--- src/rtl/punf_pkg.sv ---
// ----------------------------------------------------------------------------
// punf_pkg
// Shared types and constants for the scanline unfilter.
// ----------------------------------------------------------------------------
package punf_pkg;

  localparam int WIDTH_W    = 14;  // width_pixels register
  localparam int HEIGHT_W   = 16;  // height_rows register
  localparam int BPP_W      = 4;   // bytes_per_pixel register
  localparam int LEN_W      = WIDTH_W + BPP_W;  // width * bpp product
  localparam int SLOT_W     = 3;   // left-neighbor slot, up to 8 bytes/pixel
  localparam int CFG_IDX_W  = 2;
  localparam int CFG_DATA_W = 16;

  localparam int MAX_ROW_BYTES_DEF       = 8192;
  localparam int MAX_BYTES_PER_PIXEL_DEF = 8;

  typedef enum logic [CFG_IDX_W-1:0] {
    CFG_WIDTH  = 2'd0,
    CFG_HEIGHT = 2'd1,
    CFG_BPP    = 2'd2
  } cfg_idx_t;

  typedef enum logic [2:0] {
    FILT_NONE  = 3'd0,
    FILT_SUB   = 3'd1,
    FILT_UP    = 3'd2,
    FILT_AVG   = 3'd3,
    FILT_PAETH = 3'd4
  } filt_t;

  typedef enum logic [1:0] {
    STAT_DATA       = 2'd0,
    STAT_BAD_FILTER = 2'd1,
    STAT_ROW_CFG    = 2'd2
  } status_t;

  // One result-producing beat handed from the sequencer to the datapath.
  typedef struct packed {
    logic [7:0]        data;
    filt_t             filter;
    logic [SLOT_W-1:0] slot;
    logic              have_left;  // column past the first pixel
    logic              first_row;  // no row above
    status_t           status;
    logic              last;
  } item_t;

endpackage

--- src/rtl/punf_ctrl.sv ---
// ----------------------------------------------------------------------------
// punf_ctrl
// Config registers and position sequencer: decodes each input beat.
// ----------------------------------------------------------------------------
module punf_ctrl #(
  parameter int MAX_ROW_BYTES       = punf_pkg::MAX_ROW_BYTES_DEF,
  parameter int MAX_BYTES_PER_PIXEL = punf_pkg::MAX_BYTES_PER_PIXEL_DEF
) (
  input  logic                                 clk,
  input  logic                                 rst,
  input  logic                                 cfg_we,
  input  logic [punf_pkg::CFG_IDX_W-1:0]       cfg_index,
  input  logic [punf_pkg::CFG_DATA_W-1:0]      cfg_data,
  input  logic                                 accept,
  input  logic [7:0]                           in_byte,
  input  logic                                 in_frame_start,
  output logic                                 item_load,
  output punf_pkg::item_t                      item,
  output logic                                 rd_en,
  output logic [$clog2(MAX_ROW_BYTES)-1:0]     addr
);
  import punf_pkg::*;

  localparam int ADDR_W = $clog2(MAX_ROW_BYTES);

  logic [WIDTH_W-1:0]  width_pixels;
  logic [HEIGHT_W-1:0] height_rows;
  logic [BPP_W-1:0]    bytes_per_pixel;

  logic [ADDR_W-1:0]   col, col_next;
  logic [HEIGHT_W-1:0] row_count, row_count_next;
  logic                awaiting, awaiting_next;
  filt_t               filter, filter_next;
  logic                first_row, first_row_next;
  logic                halted, halted_next;
  logic [ADDR_W-1:0]   row_len_m1, row_len_m1_next;
  logic [BPP_W-1:0]    row_bpp, row_bpp_next;
  logic [SLOT_W-1:0]   slot, slot_next;
  logic                past_first, past_first_next;

  // state as seen by this beat, after an optional frame restart
  logic [ADDR_W-1:0]   cur_col;
  logic [HEIGHT_W-1:0] cur_row;
  logic                cur_awaiting, cur_first, cur_halted;

  logic [LEN_W-1:0]    len;
  logic                cfg_bad;
  logic [HEIGHT_W:0]   height_eff;
  logic                last_row;
  logic                slot_wrap;

  always_ff @(posedge clk) begin
    if (rst) begin
      width_pixels    <= WIDTH_W'(1);
      height_rows     <= HEIGHT_W'(1);
      bytes_per_pixel <= BPP_W'(1);
    end else if (cfg_we) begin
      case (cfg_index)
        CFG_WIDTH:  width_pixels    <= cfg_data[WIDTH_W-1:0];
        CFG_HEIGHT: height_rows     <= cfg_data[HEIGHT_W-1:0];
        CFG_BPP:    bytes_per_pixel <= cfg_data[BPP_W-1:0];
        default:    ;
      endcase
    end
  end

  always_ff @(posedge clk) begin
    if (rst) begin
      col        <= '0;
      row_count  <= '0;
      awaiting   <= 1'b1;
      filter     <= FILT_NONE;
      first_row  <= 1'b1;
      halted     <= 1'b0;
      row_len_m1 <= '0;
      row_bpp    <= BPP_W'(1);
      slot       <= '0;
      past_first <= 1'b0;
    end else begin
      col        <= col_next;
      row_count  <= row_count_next;
      awaiting   <= awaiting_next;
      filter     <= filter_next;
      first_row  <= first_row_next;
      halted     <= halted_next;
      row_len_m1 <= row_len_m1_next;
      row_bpp    <= row_bpp_next;
      slot       <= slot_next;
      past_first <= past_first_next;
    end
  end

  always_comb begin
    cur_col      = in_frame_start ? '0   : col;
    cur_row      = in_frame_start ? '0   : row_count;
    cur_awaiting = in_frame_start ? 1'b1 : awaiting;
    cur_first    = in_frame_start ? 1'b1 : first_row;
    cur_halted   = in_frame_start ? 1'b0 : halted;

    len     = LEN_W'(width_pixels) * LEN_W'(bytes_per_pixel);
    cfg_bad = (bytes_per_pixel == '0) ||
              (BPP_W'(MAX_BYTES_PER_PIXEL) < bytes_per_pixel) ||
              (len == '0) || (len > LEN_W'(MAX_ROW_BYTES));

    height_eff = (height_rows == '0) ? (HEIGHT_W+1)'(1) : {1'b0, height_rows};
    last_row   = ({1'b0, cur_row} + (HEIGHT_W+1)'(1)) >= height_eff;
    slot_wrap  = ({{(BPP_W-SLOT_W){1'b0}}, slot} == row_bpp - BPP_W'(1));
  end

  always_comb begin
    col_next        = col;
    row_count_next  = row_count;
    awaiting_next   = awaiting;
    filter_next     = filter;
    first_row_next  = first_row;
    halted_next     = halted;
    row_len_m1_next = row_len_m1;
    row_bpp_next    = row_bpp;
    slot_next       = slot;
    past_first_next = past_first;

    item_load      = 1'b0;
    rd_en          = 1'b0;
    addr           = cur_col;
    item.data      = in_byte;
    item.filter    = filter;
    item.slot      = slot;
    item.have_left = past_first;
    item.first_row = cur_first;
    item.status    = STAT_DATA;
    item.last      = 1'b0;

    if (accept) begin
      if (in_frame_start) begin
        col_next       = '0;
        row_count_next = '0;
        awaiting_next  = 1'b1;
        filter_next    = FILT_NONE;
        first_row_next = 1'b1;
        halted_next    = 1'b0;
      end
      if (!cur_halted) begin
        if (cur_awaiting) begin
          if (cfg_bad) begin
            item_load   = 1'b1;
            item.status = STAT_ROW_CFG;
            item.last   = 1'b1;
            halted_next = 1'b1;
          end else if (in_byte > 8'(FILT_PAETH)) begin
            item_load   = 1'b1;
            item.status = STAT_BAD_FILTER;
            item.last   = 1'b1;
            halted_next = 1'b1;
          end else begin
            filter_next     = filt_t'(in_byte[2:0]);
            row_len_m1_next = ADDR_W'(len - LEN_W'(1));
            row_bpp_next    = bytes_per_pixel;
            col_next        = '0;
            slot_next       = '0;
            past_first_next = 1'b0;
            awaiting_next   = 1'b0;
          end
        end else begin
          item_load = 1'b1;
          rd_en     = 1'b1;
          if (slot_wrap) begin
            slot_next       = '0;
            past_first_next = 1'b1;
          end else begin
            slot_next = slot + SLOT_W'(1);
          end
          if (cur_col == row_len_m1) begin
            col_next      = '0;
            awaiting_next = 1'b1;
            if (last_row) begin
              item.last      = 1'b1;
              row_count_next = '0;
              first_row_next = 1'b1;
              filter_next    = FILT_NONE;
            end else begin
              row_count_next = cur_row + HEIGHT_W'(1);
              first_row_next = 1'b0;
            end
          end else begin
            col_next = cur_col + ADDR_W'(1);
          end
        end
      end
    end
  end

endmodule

--- config.mk ---
export PLATFORM = sky130hd
export DESIGN_NAME = punf_ctrl
export DESIGN_NICKNAME = d
export VERILOG_FILES = /design/src/rtl/punf_pkg.sv /design/src/rtl/punf_ctrl.sv
export SDC_FILE = /design/constraint.sdc
export NUM_CORES = 1
export LEC_CHECK = 0
export BUFFER_PORTS_ARGS = -buffer_cell sky130_fd_sc_hd__buf_2
export CORE_AREA = 4 4 131 133
export CTS_CLUSTER_DIAMETER = 120
export DETAILED_ROUTE_END_ITERATION = 10
export DIE_AREA = 0 0 135 137
export SLEW_MARGIN = 0
export SYNTH_ARGS = -nofsm -noshare
export SYNTH_HDL_FRONTEND = slang
export SYNTH_SLANG_ARGS = --single-unit
--- constraint.sdc ---
create_clock -name clk -period 8.4 [get_ports clk]
set_clock_uncertainty 0.05 [all_clocks]
set_input_delay 0.42 -clock clk [delete_from_list [all_inputs] [get_ports clk]]
set_output_delay 0.42 -clock clk [all_outputs]
set_load 0.05 [all_outputs]
==> results.md, run 1 <==
* Outcome: completed
* Setup violators final at 0
* Yosys cell types at 78
* Vias in the first global route at ~5800
* # fillers at approximately 1600
* Post-CTS Setup Repair Bufs at 0
* CTS max path bufs at 2
* CTS Sinks at 90
* Area grow syn2layout at 9.39%
* Slowest cell on the critical path: dfxtp_1
* Vias at approximately 6200
* Mean Syn Cell Area at 7.81 um2
* Post-synth ARST share at 0
* Routed wire length at roughly 17 mm
* Leakage at 0.00349 uW
* Drt first pass iters at 4
* Fin. Hold Viols at 0
* DRC Markers at 0
* Synth Register Bits at 90
* Critical Path AT at 5.38 ns
* Critical Path RT at 7.93 ns
* Rows at 46
* CP max stage delay at between 0.6 and 0.7 ns
* Reg2Reg Setup Slack at roughly 2.8 ns
* Crit path kind: reg2out
* Wire per inst at between 15 and 20 um
* Cells after Synth at between 900 and 1000
* YS warnings at 0
* Total of max-cap violations at 0
* Clock latency on the worst-skew pair at about 0.35 ns
* EDFF count, synth at 0
* Ys flop type: dfxtp_1
* Final ANT Viol Nets at 0
* First-pass GRT wire length at 29.5 mm
* Worst Hold Depth at 3
* Hold-fix buffers at CTS at 0
* WHS Endpoint: height_rows[14]
* DR iter-0 viols at 264
* Pins Over Slew Limit at 0
* Sequential fraction of the synthesis area at 0.254
* Layout cells sized above 1 at 0.107
* Crit Reg-Reg Startpoint: bytes_per_pixel[3]
* Final Util at 0.491
* Slew HR at 0.312
* Cells after DPL at 1143
* Post-CTS Resized at 0
* Top Ports at 65
* DIE AREA at 18500 um2
* Port Buffer Count at 64
* Final Critical Period at 5.85 ns
* Num CTS Buffers at 9
* Die Span Y at 137 um
* Placed cell area at 7480 um2
* DP Wirelength at 13.3 mm
* Total negative slack at 0 ns
* RSZ-0062 raised after global routing: false
* Final Wtd Congestion at ~0.85
* Final Non-Filler Cells at around 1200
* CTS Root Cell: clkbuf_16
* Commonest non-fill, non-tap cell in the layout: nand2_1
* Startpoint Class: register
* Worst Tran Pin Value at 1.03 ns
* Antenna diodes at 0
* CTS tree: built
* Via density at 5.37
* Critical path endpoint category: primary output
* Starting Density at 0.449
* P per Cell Area at 126 nW/um2
* Layout Nets at 1036
* Initial antenna violation count at 0
* Total grt overflow at 0
* Min-delay worst type: in2reg
* Area of the mapped netlist at 7100 um2
* R2R depth at 14
* CP Max Fanout at 17
* Peak VDD IR at 0.000121 V
* Largest net degree at the start of global routing at 94
* Most frequent cells in the layout: nand2_1, dfxtp_1, nor2_1
* Worst Min Path Start: cfg_data[14]
* Width of the die at ~140 um
* All-Layer GR Usage at 0.195
* R2r endpoint: row_len_m1[1]
* CP most frequent cell: fa_1
* Syn nets at approximately 1000
* Final period util at 0.696
* Clock-pin slew on the worst setup and hold paths at 0.06 ns
* Core area at approximately 16000 um2
* Final Cell Area at 7770 um2
* CP Cell Sequence: nand2_1 -> fa_1 -> fa_1 -> inv_1 -> fa_1 -> nor3b_1 -> and2_1 -> o211ai_1 -> or4b_1 -> nor4_2 -> xnor2_1 -> nand3_1 -> nor2_1 -> nor2_1 -> buf_2
* Fmax at 171 MHz
* CTS H-Tree Depth at 3
-- sequential cells by signal (all words and copies together), names as in the netlist, 4 cells and up --
register / count
width_pixels: 14
bytes_per_pixel: 4
row_count: 16
col: 13
row_bpp: 4
row_len_m1: 13
height_rows: 16
-- worst max-delay path by stage --
stage                        from  cells past startpoint            end
3_3_place_gp   bytes_per_pixel[3]                     14  row_len_m1[1]
5_1_grt        bytes_per_pixel[3]                     15      item_load
3_5_place_dp   bytes_per_pixel[3]                     14  row_len_m1[1]
4_1_cts        bytes_per_pixel[3]                     15        item[0]
6_report       bytes_per_pixel[3]                     15        item[0]
2_1_floorplan  bytes_per_pixel[3]                     15        item[0]
-- where the power goes --
part	switching [uW]	total (uW)	internal [uW]
Clock	167	404	238
Combinational	89.4	135	45.1
Sequential	9.31	443	433
-- critical path, delay by kind of cell (launching register included) --
kind / cells / cell delay [ns]
compound gates: 1 / 0.10
flops: 1 / 0.63
buf+inv: 2 / 0.28
simple gates: 8 / 2.13
xor+xnor: 1 / 0.31
fa+ha+maj: 3 / 1.58
-- synthesized netlist by cell type (5+ instances only) --
master      n  area share
nor4bb_1    5      0.0070
mux2i_1    21       0.030
nor3_1     18       0.013
nand2_1   126       0.067
xnor2_1    25       0.031
inv_1      65       0.034
and2_1     41       0.036
a31oi_1    13       0.011
a211oi_1    5      0.0053
a311oi_1    5      0.0062
buf_4      11       0.012
nor2b_1    20       0.018
xor2_1     20       0.025
clkbuf_1   30       0.016
a22oi_1    14       0.015
ha_1       43       0.076
nand4_1     5      0.0044
buf_1       6      0.0032
nand3_1    17       0.012
dfxtp_1    90        0.25
nand2b_1    6      0.0053
nand3b_1    6      0.0063
a21o_1     15       0.016
fa_1       24       0.068
a21oi_1    68       0.048
and3_1      6      0.0053
o21ai_0    22       0.015
nor4_1      9      0.0079
nor2_1     89       0.047
-- layout make-up --
| class | count | area (um2) | share of cell area |
|---|---|---|---|
| Clock buffer | 13 | 250 | 0.0322 |
| Sequential cell | 90 | 1800 | 0.232 |
| Inverter | 65 | 244 | 0.0314 |
| Tap cell | 216 | 270 | 0.0348 |
| Timing Repair Buffer | 69 | 358 | 0.0460 |
| Clock inverter | 2 | 37.5 | 0.00483 |
| Multi-Input combinational cell | 703 | 4810 | 0.619 |
-- metrics by stage --
step | setup slack (ns) | total power (uW) | hold WS [ns]
floorplan | 3.19 | 550 | 0.385
global placement | 2.80 | 587 | 0.383
detailed placement | 2.73 | 587 | 0.387
CTS | 2.52 | 992 | 0.256
global route | 2.19 | 1020 | 0.285
finish | 2.55 | 981 | 0.263
-- cells by family (layout without fill, tap and decap cells) --
group                    count (synthesis)  count (layout)  share of synthesized area
buffers and inverters                  117             149                     0.0694
flip-flops                              90              90                      0.254
multiplexers                            21              21                     0.0296
adder cells (fa/ha/maj)                 67              67                      0.143
AND/OR/NAND/NOR                        380             380                      0.270
AO/OA/AOI/OAI                          190             190                      0.179
XOR/XNOR                                45              45                     0.0555
-- metal layers --
metal	up-vias	part of all wire	GRT usage
li1	3178	-	-
met3	14	0.046	0.0316
met5	-	0	0
met2	143	0.46	0.320
met4	0	0.011	0.0426
met1	2879	0.49	0.272
Power figures use the tool's default switching activity.
==> run 2, diff against run 1 <==
- ABC_AREA: not set -> 1
- CORE_AREA: 4 4 131 133 -> 4 4 135 137
- DIE_AREA: 0 0 135 137 -> 0 0 139 141
- clock period: 8.4 -> 5.3 ns (I/O delays scaled with it)
==> results.md, run 2 <==
* Outcome: completed
* Critical Path AT at 4.52 ns (-0.86 ns)
* R2R depth at 19 (+5)
* YS warnings at 0 (unchanged)
* Ys flop type: dfxtp_1
* Rows at 48 (+4.3%)
* Post-CTS Setup Repair Bufs at 0 (unchanged)
* Clock latency on the worst-skew pair at 0.36 ns (about the same)
* First-pass GRT wire length at 31.4 mm (+6.7%)
* Port Buffer Count at 64 (unchanged)
* Post-CTS Resized at 0 (unchanged)
* Layout cells sized above 1 at 0.103 (-0.00417)
* Setup violators final at 0 (unchanged)
* CP most frequent cell: nand2_1
* EDFF count, synth at 0 (unchanged)
* Top flop regs: height_rows (16), row_count (16), width_pixels (14)
* Syn nets at 1278 (+27%)
* RSZ-0062 raised after global routing: false
* WP depth at 19 (+4)
* All-Layer GR Usage at 0.192 (-0.00313)
* Critical path endpoint category: primary output
* CTS Root Cell: clkbuf_16
* Sequential fraction of the synthesis area at 0.237 (-0.0163)
* Share of power burned in registers at 0.391 (-0.060)
* Switching part of the total at 0.307 (+0.0371)
* CP Max Fanout at 15 (-2)
* Clock power frac at 0.394 (-0.018)
* Final Critical Period at 4.84 ns
* Pins Over Slew Limit at 0 (unchanged)
* Final period util at 0.913
* Synth top area share at 0.237 (-0.0163)
* CTS H-Tree Depth at 3 (unchanged)
* CTS tree: built
* Final Wtd Congestion at 0.893 (+4.7%)
* DR iter-0 viols at 377 (+43%)
* Hold Slack at 0.120 ns (-0.143 ns)
* Total grt overflow at 0 (unchanged)
* Worst path top cell family by delay: adder cells
* Worst Tran Pin Value at 0.923 ns (-0.108 ns)
* Via density at 4.89 (-8.8%)
* Startpoint Class: register
* Fin. Hold Viols at 0 (unchanged)
* Yosys top cell by area: dfxtp_1
* Psw at 581 uW (+120%)
* Total negative slack at 0 ns (unchanged)
* CTS max path bufs at 2 (unchanged)
* Synth Register Bits at 90 (unchanged)
* P per Cell Area at 228 nW/um2 (+80%)
* Gate power share at 0.215 (+0.078)
* Num CTS Buffers at 9 (unchanged)
* Reg2Reg Setup Slack at 0.77 ns (-1.98 ns)
* # fillers at 1806 (+11%)
* Fmax at 207 MHz
* Worst path bufs/invs at 2 (unchanged)
* Min-delay worst type: in2reg
* Crit Reg-Reg Startpoint: bytes_per_pixel[3]
* Slowest cell on the critical path: dfxtp_1
* CP Cell Sequence: nand2_1 -> fa_1 -> fa_1 -> inv_1 -> fa_1 -> nor2_1 -> nand2_1 -> nor2_2 -> nand3_1 -> nor2_1 -> nand2_1 -> nor2_1 -> nand4_1 -> nand2_1 -> nand2_4 -> nand2_1 -> nand2_1 -> nor2_1 -> buf_2
* Yosys cell types at 42 (-46%)
* Slew HR at 0.379 (+0.0670)
* Mean Syn Cell Area at 6.44 um2 (-18%)
* Starting Density at 0.445 (-0.00365)
* Die Span Y at 141 um (+2.9%)
* Most common cell in the netlist: nand2_1
* Most frequent cells in the layout: nand2_1, inv_1, nor2_1
* Leakage at 0.00434 uW (+24%)
* Crit path kind: reg2out
* DIE AREA at 19600 um2 (+6.0%)
* Layout Nets at 1307 (+26%)
* Antenna diodes at 0 (unchanged)
* CTS Sinks at 90 (unchanged)
* Cells after Synth at 1180 (+30%)
* Post-synth ARST share at 0 (unchanged)
* Main area contributors after synthesis: dfxtp_1, nand2_1, inv_1
* Commonest non-fill, non-tap cell in the layout: nand2_1
* Width of the die at 139 um (+3.0%)
* Area of the mapped netlist at 7590 um2 (+6.9%)
* Final ANT Viol Nets at 0 (unchanged)
* DP Wirelength at 14.4 mm (+8.7%)
* Peak VDD IR at 0.000206 V (+70%)
* Vias at 7038 (+13%)
* Total of max-cap violations at 0 (unchanged)
* Drt first pass iters at 5 (+1)
* Synth cell count leaders: nand2_1, inv_1, nor2_1
* Crit path capture: item[2]
* Critical Path RT at 4.99 ns (-2.94 ns)
* Hold-fix buffers at CTS at 0 (unchanged)
* Clock-pin slew on the worst setup and hold paths at 0.06 ns (about the same)
* Top Ports at 65 (unchanged)
* Wire per inst at 13.0 um (-14%)
* Area grow syn2layout at 9.39% (about the same)
* DRC Markers at 0 (unchanged)
* Initial antenna violation count at 0 (unchanged)
* Largest net degree at the start of global routing at 85 (-9.6%)
* Core area at 17100 um2 (+7.8%)
* Int Power at 1310 uW (+83%)
* Origin of the worst setup path: bytes_per_pixel[3]
* R2r endpoint: row_len_m1[6]
* Worst Hold Depth at 3 (unchanged)
* Routed wire length at 18.7 mm (+7.2%)
* CP max stage delay at 0.65 ns (+0.02 ns)
* Vias in the first global route at 6448 (+10%)
run 2: changes by cell type in the layout (fill, tap and decap cells not counted), sizes merged, moves of 20 or more:
cell	previous run	this run
and2	42	0
inv	65	214
mux2i	21	0
nand2	126	279
nand3	17	76
nor2	89	137
nor2b	20	0
o21ai	25	72
run 2: worst min-delay path by stage:
stage / start / endpoint
6_report: cfg_data[8] / width_pixels[8]
5_1_grt: cfg_data[11] / width_pixels[11]
4_1_cts: cfg_data[0] / width_pixels[0]
3_3_place_gp: past_first / past_first
2_1_floorplan: cfg_data[0] / width_pixels[0]
3_5_place_dp: past_first / past_first
run 2: cell type report:
type	count	area, um2	share of cell area
Timing Repair Buffer	68	350	0.0422
Tap cell	225	282	0.0339
Inverter	215	807	0.0972
Clock inverter	4	98.8	0.0119
Multi-Input combinational cell	825	4720	0.569
Sequential cell	90	1800	0.217
Clock buffer	11	243	0.0292
run 2: through the flow:
| stage | instance area [um2] | instances | power [uW] | util | setup WS (ns) |
|---|---|---|---|---|---|
| final | 8310 | 1438 | 1890 | 0.487 | 0.461 |
| after floorplan | 7590 | 1180 | 1060 | - | 0.0420 |
| after global routing | 8310 | 1438 | 1990 | 0.487 | 0.0318 |
| after CTS | 8310 | 1438 | 1910 | 0.487 | 0.439 |
| after detailed placement | 7970 | 1423 | 1160 | 0.467 | 0.758 |
| after global placement | 7970 | 1423 | 1160 | 0.467 | 0.882 |
run 2: power groups by stage:
stage | logic (uW) | clock network, uW | registers [uW]
global route | 457 | 791 | 744
detailed placement | 405 | 0 | 754
CTS | 407 | 764 | 739
global placement | 406 | 0 | 754
finish | 406 | 745 | 740
floorplan | 313 | 0 | 749
run 2: tightest hold or removal path, cell delays in order:
cell and delay [ns]:
buf_2 0.09, nor2_1 0.04, nor2_1 0.08
run 2: logic make-up (layout without fill, tap and decap cells):
logic type | count (synthesis) | count (layout) | synth area share
adder cells (fa/ha/maj) | 67 | 67 | 0.134
flip-flops | 90 | 90 | 0.237
XOR/XNOR | 45 | 45 | 0.0519
AO/OA/AOI/OAI | 174 | 174 | 0.122
buffers and inverters | 265 | 298 | 0.141
AND/OR/NAND/NOR | 539 | 539 | 0.314
run 2: metal layers:
| layer | part of all wire | wire length [um] | up-vias | GRT usage |
|---|---|---|---|---|
| met5 | 0 | 0 | - | 0 |
| met4 | 0.0089 | 167 | 0 | 0.0443 |
| met3 | 0.052 | 978 | 10 | 0.0343 |
| met2 | 0.44 | 8210 | 148 | 0.302 |
| met1 | 0.50 | 9360 | 3121 | 0.275 |
| li1 | - | - | 3759 | - |
